$ cat config.mk
export PLATFORM = sky130hd
export DESIGN_NAME = mcoc_ctrl
export DESIGN_NICKNAME = d
export VERILOG_FILES = /design/src/design/mcoc_pkg.sv /design/src/design/mcoc_ctrl.sv
export SDC_FILE = /design/constraint.sdc
export NUM_CORES = 1
export LEC_CHECK = 0
export BUFFER_PORTS_ARGS = -buffer_cell sky130_fd_sc_hd__buf_2
export CORE_MARGIN = 2
export CORE_UTILIZATION = 25
export CTS_BUF_LIST = sky130_fd_sc_hd__clkbuf_8
export CTS_CLUSTER_SIZE = 8
export DETAILED_ROUTE_END_ITERATION = 12
export GPL_TIMING_DRIVEN = 0
export HOLD_SLACK_MARGIN = 0.12
export SYNTH_ARGS = -nofsm -noshare
export SYNTH_HDL_FRONTEND = slang
export SYNTH_SLANG_ARGS = --single-unit
$ cat constraint.sdc
create_clock -name clk -period 10.8 [get_ports clk]
set_input_delay 3.24 -clock clk [delete_from_list [all_inputs] [get_ports clk]]
set_output_delay 3.24 -clock clk [all_outputs]
set_load 0.005 [all_outputs]
$ cat src/design/mcoc_pkg.sv
// ---------------------------------------------------------------------------
// mcoc_pkg
// Shared types and constants for the matrix-chain order cost block.
// ---------------------------------------------------------------------------
package mcoc_pkg;

  localparam int DEF_MAX_MATRICES = 8;
  localparam int DEF_DIM_BITS     = 16;

  localparam int DIM_IN_W = 16;  // width of the dimension port
  localparam int CFG_W    = 4;   // matrix_count register
  localparam int CNT_W    = 4;   // counts 0..8
  localparam int IDX_W    = 3;   // zero-based matrix index 0..7
  localparam int POS_W    = 4;   // one-based row/col on the result port
  localparam int COST_W   = 51;
  localparam int SPLIT_W  = 3;

  typedef logic [IDX_W-1:0] idx_t;

  typedef enum logic [2:0] {
    ST_LOAD,
    ST_PAIR,
    ST_DRAIN,
    ST_EMIT_RD,
    ST_EMIT_LD
  } mcoc_state_t;

  typedef struct packed {
    logic             dims_we;
    logic [CNT_W-1:0] dims_addr;
    logic             issue;      // one split evaluation enters the pipe
    logic             last;       // final split of the current pair
    idx_t             i0;
    idx_t             j0;
    idx_t             v0;
    logic             emit_rd;    // table read for the result stream
    idx_t             emit_row;
    idx_t             emit_col;
    logic             emit_last;
    logic             out_load;   // move read data into the output register
  } mcoc_cmd_t;

  typedef struct packed {
    logic pair_done;
    logic out_free;
  } mcoc_status_t;

endpackage

$ cat src/design/mcoc_ctrl.sv
// ---------------------------------------------------------------------------
// mcoc_ctrl
// Sequencer: dimension load, span/pair/split loops of the program, and the
// row-by-row table readout.
// ---------------------------------------------------------------------------
module mcoc_ctrl #(
  parameter int MAX_MATRICES = mcoc_pkg::DEF_MAX_MATRICES
) (
  input  logic                       clk,
  input  logic                       rst_n,
  input  logic                       cfg_wr_en,
  input  logic [mcoc_pkg::CFG_W-1:0] cfg_wr_data,
  input  logic                       in_valid,
  output logic                       in_ready,
  input  mcoc_pkg::mcoc_status_t     status,
  output mcoc_pkg::mcoc_cmd_t        cmd
);

  mcoc_pkg::mcoc_state_t state_r, state_nxt;

  logic [mcoc_pkg::CFG_W-1:0] mc_r;
  logic [mcoc_pkg::CNT_W-1:0] load_cnt_r, load_cnt_nxt;
  logic [mcoc_pkg::CNT_W-1:0] n_eff;
  mcoc_pkg::idx_t             n_m1;
  mcoc_pkg::idx_t             span_r, span_nxt;
  mcoc_pkg::idx_t             i0_r, i0_nxt;
  mcoc_pkg::idx_t             v0_r, v0_nxt;
  mcoc_pkg::idx_t             r0_r, r0_nxt;
  mcoc_pkg::idx_t             c0_r, c0_nxt;
  mcoc_pkg::idx_t             j0;
  logic                       accept;
  logic                       load_done;
  logic                       v_last;
  logic                       pair_more;
  logic                       run_done;
  logic                       emit_end;

  // count of zero acts as one, anything above the build limit is clamped
  always_comb begin
    priority if (mc_r == '0) begin
      n_eff = mcoc_pkg::CNT_W'(1);
    end else if (mc_r > mcoc_pkg::CNT_W'(MAX_MATRICES)) begin
      n_eff = mcoc_pkg::CNT_W'(MAX_MATRICES);
    end else begin
      n_eff = mc_r;
    end
  end

  assign n_m1      = mcoc_pkg::idx_t'(n_eff - mcoc_pkg::CNT_W'(1));
  assign j0        = i0_r + span_r;
  assign accept    = in_valid && in_ready;
  assign load_done = accept && (load_cnt_r == n_eff);
  assign v_last    = (mcoc_pkg::idx_t'(v0_r + mcoc_pkg::idx_t'(1)) == j0);
  assign pair_more = (j0 != n_m1);
  assign run_done  = (span_r == n_m1);
  assign emit_end  = (r0_r == n_m1) && (c0_r == n_m1);

  always_ff @(posedge clk) begin
    if (!rst_n) begin
      state_r    <= mcoc_pkg::ST_LOAD;
      mc_r       <= mcoc_pkg::CFG_W'(4);
      load_cnt_r <= '0;
      span_r     <= '0;
      i0_r       <= '0;
      v0_r       <= '0;
      r0_r       <= '0;
      c0_r       <= '0;
    end else begin
      state_r    <= state_nxt;
      load_cnt_r <= load_cnt_nxt;
      span_r     <= span_nxt;
      i0_r       <= i0_nxt;
      v0_r       <= v0_nxt;
      r0_r       <= r0_nxt;
      c0_r       <= c0_nxt;
      if (cfg_wr_en) begin
        mc_r <= cfg_wr_data;
      end
    end
  end

  // next state
  always_comb begin
    state_nxt = state_r;
    unique case (state_r)
      mcoc_pkg::ST_LOAD: begin
        if (load_done) begin
          state_nxt = (n_eff == mcoc_pkg::CNT_W'(1)) ? mcoc_pkg::ST_EMIT_RD
                                                      : mcoc_pkg::ST_PAIR;
        end
      end
      mcoc_pkg::ST_PAIR: begin
        if (v_last) begin
          state_nxt = mcoc_pkg::ST_DRAIN;
        end
      end
      mcoc_pkg::ST_DRAIN: begin
        if (status.pair_done) begin
          state_nxt = run_done ? mcoc_pkg::ST_EMIT_RD : mcoc_pkg::ST_PAIR;
        end
      end
      mcoc_pkg::ST_EMIT_RD: begin
        state_nxt = mcoc_pkg::ST_EMIT_LD;
      end
      mcoc_pkg::ST_EMIT_LD: begin
        if (status.out_free && emit_end) begin
          state_nxt = mcoc_pkg::ST_LOAD;
        end
      end
      default: state_nxt = mcoc_pkg::ST_LOAD;
    endcase
  end

  // loop counters
  always_comb begin
    load_cnt_nxt = load_cnt_r;
    span_nxt     = span_r;
    i0_nxt       = i0_r;
    v0_nxt       = v0_r;
    r0_nxt       = r0_r;
    c0_nxt       = c0_r;
    if (cfg_wr_en) begin
      load_cnt_nxt = '0;
    end else if (accept) begin
      load_cnt_nxt = load_done ? '0 : load_cnt_r + mcoc_pkg::CNT_W'(1);
    end
    unique case (state_r)
      mcoc_pkg::ST_LOAD: begin
        if (load_done) begin
          span_nxt = mcoc_pkg::idx_t'(1);
          i0_nxt   = '0;
          v0_nxt   = '0;
          r0_nxt   = '0;
          c0_nxt   = '0;
        end
      end
      mcoc_pkg::ST_PAIR: begin
        if (!v_last) begin
          v0_nxt = v0_r + mcoc_pkg::idx_t'(1);
        end
      end
      mcoc_pkg::ST_DRAIN: begin
        if (status.pair_done && !run_done) begin
          if (pair_more) begin
            i0_nxt = i0_r + mcoc_pkg::idx_t'(1);
            v0_nxt = i0_r + mcoc_pkg::idx_t'(1);
          end else begin
            span_nxt = span_r + mcoc_pkg::idx_t'(1);
            i0_nxt   = '0;
            v0_nxt   = '0;
          end
        end
      end
      mcoc_pkg::ST_EMIT_RD: begin
      end
      mcoc_pkg::ST_EMIT_LD: begin
        if (status.out_free && !emit_end) begin
          if (c0_r == n_m1) begin
            c0_nxt = '0;
            r0_nxt = r0_r + mcoc_pkg::idx_t'(1);
          end else begin
            c0_nxt = c0_r + mcoc_pkg::idx_t'(1);
          end
        end
      end
      default: begin
      end
    endcase
  end

  // outputs
  always_comb begin
    in_ready      = 1'b0;
    cmd           = '0;
    cmd.dims_addr = load_cnt_r;
    cmd.i0        = i0_r;
    cmd.j0        = j0;
    cmd.v0        = v0_r;
    cmd.last      = v_last;
    cmd.emit_row  = r0_r;
    cmd.emit_col  = c0_r;
    cmd.emit_last = emit_end;
    unique case (state_r)
      mcoc_pkg::ST_LOAD: begin
        in_ready    = 1'b1;
        cmd.dims_we = in_valid;
      end
      mcoc_pkg::ST_PAIR: begin
        cmd.issue = 1'b1;
      end
      mcoc_pkg::ST_DRAIN: begin
      end
      mcoc_pkg::ST_EMIT_RD: begin
        cmd.emit_rd = 1'b1;
      end
      mcoc_pkg::ST_EMIT_LD: begin
        if (status.out_free) begin
          // hand off the held entry and fetch the next one in the same cycle
          cmd.out_load  = 1'b1;
          cmd.emit_rd   = !emit_end;
          cmd.emit_row  = r0_nxt;
          cmd.emit_col  = c0_nxt;
          cmd.emit_last = (r0_nxt == n_m1) && (c0_nxt == n_m1);
        end
      end
      default: begin
      end
    endcase
  end

endmodule

### After elaboration in Yosys (flattened, before gate mapping)

Index checks and enable logic that the tools add are counted.

| storage, ports and cells | value |
|---|---|
| output and inout port bits | 26 |
| input bits | 10 |
| word-level logic and storage cells | 90 |
| register bits | 26 |

| cells by class | value |
|---|---|
| bitwise logic cells | 1 |
| order comparisons | 1 |
| add/sub/neg operators | 8 |
| reduce and logical (&&, ||, !) cells | 18 |
| muxes and demuxes | 34 |
| equal/unequal tests | 20 |

Operators by type and width:

| cell | number |
|---|---|
| $mux W3 | 17 |
| $pmux W3 S2 | 4 |
| $eq A3 B3 Y1 | 6 |
| $add A3 B1 Y3 const B | 5 |
| $pmux W3 S5 | 1 |
| $ne A2 B2 Y1 const B | 7 |
| $mux W4 | 3 |
| $reduce_and A4 Y1 | 3 |
| $mux W9 | 1 |
| $pmux W3 S3 | 1 |
| $mux W8 | 1 |
| $logic_and A1 B1 Y1 | 7 |
| $eq A3 B2 Y1 const B | 2 |
| $add A4 B1 Y4 const B | 1 |
| $eq A4 B1 Y1 const B | 1 |
| $eq A4 B4 Y1 | 1 |
| $gt A4 B4 Y1 const B | 1 |
| $logic_not A4 Y1 | 1 |
| $mux W2 | 2 |
| $add A3 B3 Y3 | 1 |
| $eq A3 B1 Y1 const B | 1 |
| $eq A3 B3 Y1 const B | 1 |
| $logic_not A3 Y1 | 1 |
| $mux W1 | 3 |
| other kinds (9) | 10 |

### Longest topological paths before layout

| depth | value |
|---|---|
| depth after elaboration | 14 |
| depth in mapped cells | 12 |
| gate-level depth less buffers | 12 |

### Worst setup path before layout

No wires, ideal clock.

| timing path | value |
|---|---|
| kind | input -> output |
| start point | input in_valid |
| end point | output cmd[1] (netlist name) |
| data required time | 7.560 ns |
| arrival time | 4.670 ns |
| cell stages on the path | 9 |
| path buffers | 1 |
| slack | 2.890 ns |
| path through | nand2_2 inv_2 o2111ai_2 buf_6 a211oi_1 o21ai_0 a32oi_2 mux2i_1 a31o_1 |

RTL lines:

| what | line | text |
|---|---|---|
| from (decl) | mcoc_ctrl.sv:13 | `input logic in_valid,` |
| to (decl) | mcoc_ctrl.sv:16 | `output mcoc_pkg::mcoc_cmd_t cmd` |

==> results.md <==
* Syn avg cell area at ~8.3 sq um
* Max incr delay on CP at ~370 ps
* Largest net degree at the start of global routing at 16
* CTS tree: done
* Worst vdd ir at 43.55 uV
* Final setup margin at 2379 ps
* Initial antenna violation count at 0
* Crit Path Max Fanout at 10
* Core area at 0.008093 sq mm
* R2r setup slk at 7560 ps
* EDFF count, synth at 0
* Vias in the first global route at around 1,800
* Worst EP arrival at 5180 ps
* Vias per Instance at 4.810
* PwrDens at 97.07 mW/mm^2
* MaxCap Viol Count at 0
* Hold Fails Final Rpt at 0
* Hold Path Sink: load_cnt_r[1]$_SDFFE_PP0P_
* Gate Count Post-Synth at 247
* Routed len/inst at 13.31 microns
* Core Rows at 33
* Startpoint types: primary input
* Final ANT Viol Nets at 0
* Ys flop type: dfxtp_1
* Reg2reg end: v0_r[0]$_SDFFE_PN0P_
* Unique masters post-synth at 61
* Unrepaired setup endpoints after global routing: false
* Cts bufs inserted at 3
* Chip width at between 90 and 100 microns
* Crit-path most repeated cell: buf_2
* Die area at between 0.008 and 0.009 sq mm
* Final GP Congestion at 0.8641
* Hold Crit Start: load_cnt_r[1]$_SDFFE_PP0P_
* Worst Reg-to-Reg Cells at 12
* Period minus WS final at 8421 ps
* Yosys top cell by area: dfxtp_1
* Max Root-Sink Buffers at 2
* Gr usage total at 0.1185
* Reg-to-Reg Start: mc_r[2]$_SDFFE_PN1P_
* Routed via count at between 1,500 and 2,000
* Die H at 94.49 microns
* Pre-CTS setup slack at 2379 ps
* Fmax at 118.7 MHz
* WS Path Type: primary input to output pin
* Synth top area cells: dfxtp_1 25%, xnor2_1 7.3%, ha_1 5.5%
* DRC viols at 0
* Worst slew pin tran at 526.2 ps
* Final #Nets at about 310
* Post-synthesis sequential area ratio at 0.2543
* CTS Sinks at 26
* First-pass GRT wire length at 8.418 mm
* Clock Power Share at 0.370
* Postcts setup bufs at 0
* Initial core utilization at 0.2529
* Fraction of registers with async set/reset at 0
* Total number of H-tree levels at 1
* Setup_tns at 0 ps
* Critical path data required time at around 7600 ps
* Syn_nets at 267
* Max-slew violations at 0
* Combinational power share at 0.204
* TritonRoute pass-1 iters at 4
* Rel. slew slack at 0.6467
* Status: finished clean
* Post-synth top area share at 0.2543
* Part of the power in registers at 0.426
* Worst hold path depth at 2
* Port Buffers at 33
* Setup crit end kind: output pin
* Post-DP Area at 0.002344 sq mm
* Worst hold path class: flop to flop
* DR iter-0 viols at 89
* Share of layout cells above drive strength 1 at 0.2359
* Final Skew at 2.748 ps
* Critical Path Slowest Stage Cell: a211oi_1
* Yosys warnings at 0
* Crit path max-delay family: compound AO/OA/AOI/OAI gates
* Fin util at 0.2984
* Leak pwr at 1.086 nW
* Clk_lat worst skew at 290 ps
* Cell-internal power at 0.1673 mW
* Routed WL at 5.178 mm
* Final HPWL DP at just over 4 mm
* Reg clk slew, reported paths at ~100 ps
* #FFs+latches synth at 26
* Design Power at 0.2344 mW
* Overflow left after global routing at 0
* Buf/Inv on CP at 4
* Root Buffer: clkbuf_8
* Ant. Diodes at 0
* P_sw at between 0.06 and 0.07 mW
* Cts repair resizes at 0
* Sw Share at 0.2861
* Hold_buf cts at 0
* IO Count at 36
* Area grow syn2layout at 17.97%
* Crit-path cells: buf_2 > nand2_2 > inv_2 > o2111ai_2 > buf_6 > a211oi_1 > o21ai_0 > a32oi_2 > mux2i_1 > a31o_1 > buf_2
* Period utilisation layout at 0.7798
* Post-route cell area at 0.002415 sq mm
* Netlist area before placement at 0.002047 sq mm
* Final setup fails at 0
==> layout make-up <==
cell class              count  area [sq um]
clock inverters             1         30.03
plain buffers              15         102.6
well taps                 105         131.4
inverters                  14         52.55
clock buffers               3         41.29
multi-input cells         192          1371
repair buffers             33         165.2
fillers                   921          5678
flip-flops and latches     26         520.5
==> registers in the layout (all words and copies together), names as in the netlist <==
| register | flops |
|---|---|
| c0_r | 3 |
| i0_r | 3 |
| load_cnt_r | 4 |
| mc_r | 4 |
| r0_r | 3 |
| span_r | 3 |
| state_r | 3 |
| v0_r | 3 |
==> cell usage after synthesis (2+ instances only) <==
master / n
a211oi_1: 2
a211oi_2: 2
a21oi_1: 14
a311oi_1: 2
a31oi_1: 2
and2_1: 2
and3_1: 4
buf_4: 3
buf_6: 4
clkbuf_1: 4
clkbuf_2: 3
dfxtp_1: 26
ha_1: 9
inv_1: 13
mux2i_1: 10
nand2_1: 25
nand2b_1: 4
nand3_1: 5
nand3b_1: 2
nand4_1: 2
nor2_1: 23
nor3_1: 4
o211a_1: 4
o211ai_1: 4
o21a_1: 3
o21ai_0: 7
o31ai_1: 2
or2_2: 3
or4_1: 2
xnor2_1: 17
xor2_1: 10
==> routing by layer <==
layer | GRT usage | share of wire | vias to the layer above
li1 | - | - | 942
met1 | 0.1580 | 0.48 | 880
met2 | 0.1881 | 0.46 | 41
met3 | 0.02314 | 0.044 | 8
met4 | 0.04710 | 0.015 | 0
met5 | 0 | 0 | -
==> per-stage QoR <==
step | hold WS (ps) | instances
2_1_floorplan | 468.0 | 247
3_3_place_gp | 513.3 | 385
3_5_place_dp | 521.4 | 385
4_1_cts | 536.9 | 389
5_1_grt | 582.3 | 389
6_report | 533.5 | 389
==> power by group through the flow <==
stage / sequential [mW] / clock, mW / combinational (mW)
after CTS: 0.0999 / 0.0878 / 0.0481
after global routing: 0.100 / 0.0913 / 0.0530
final: 0.0998 / 0.0867 / 0.0479
after global placement: 0.102 / 0 / 0.0470
after detailed placement: 0.102 / 0 / 0.0479
after floorplan: 0.102 / 0 / 0.0364
==> layout by cell type (no fill, tap or decap), drive strengths merged, types with 3 or more instances in the layout <==
| master | count |
|---|---|
| xor2 | 10 |
| buf | 41 |
| ha | 9 |
| o21a | 3 |
| and3 | 4 |
| nand3 | 5 |
| clkbuf | 10 |
| xnor2 | 17 |
| nor2 | 24 |
| o211a | 4 |
| or2 | 4 |
| mux2i | 10 |
| o21ai | 7 |
| a211oi | 4 |
| o211ai | 5 |
| nor3 | 6 |
| inv | 14 |
| a21oi | 14 |
| nand2b | 4 |
| dfxtp | 26 |
| nand2 | 26 |
==> cell families (layout without fill, tap and decap cells) <==
logic type / Yosys count / count (layout) / share of synthesized area
AND/OR/NAND/NOR: 85 / 85 / 0.2121
AO/OA/AOI/OAI: 60 / 60 / 0.2286
buffers and inverters: 29 / 66 / 0.07579
XOR/XNOR: 27 / 27 / 0.1155
flip-flops: 26 / 26 / 0.2543
adder cells (fa/ha/maj): 10 / 10 / 0.06479
multiplexers: 10 / 10 / 0.04890
==> worst max-delay path by stage <==
stage          startpoint      to  slack, ps  depth (start not counted)
2_1_floorplan    in_valid  cmd[1]       2890                          9
3_3_place_gp     in_valid  cmd[1]       2380                         11
3_5_place_dp     in_valid  cmd[1]       2380                         11
4_1_cts          in_valid  cmd[1]       2370                         11
5_1_grt          in_valid  cmd[1]       2250                         11
6_report         in_valid  cmd[1]       2380                         11
==> worst reg2reg max path, stage by stage (launching register included) <==
cell      delay (ps)
dfxtp_1          380
o21ba_2          260
nor2_4           190
inv_1            170
ha_1             290
xnor2_1          470
xnor2_1          220
o311ai_2         120
a21boi_2         390
or2_1            170
clkbuf_1         200
o221ai_1         150
o211a_1          140
Note: power is estimated with default switching activity, not from simulation.
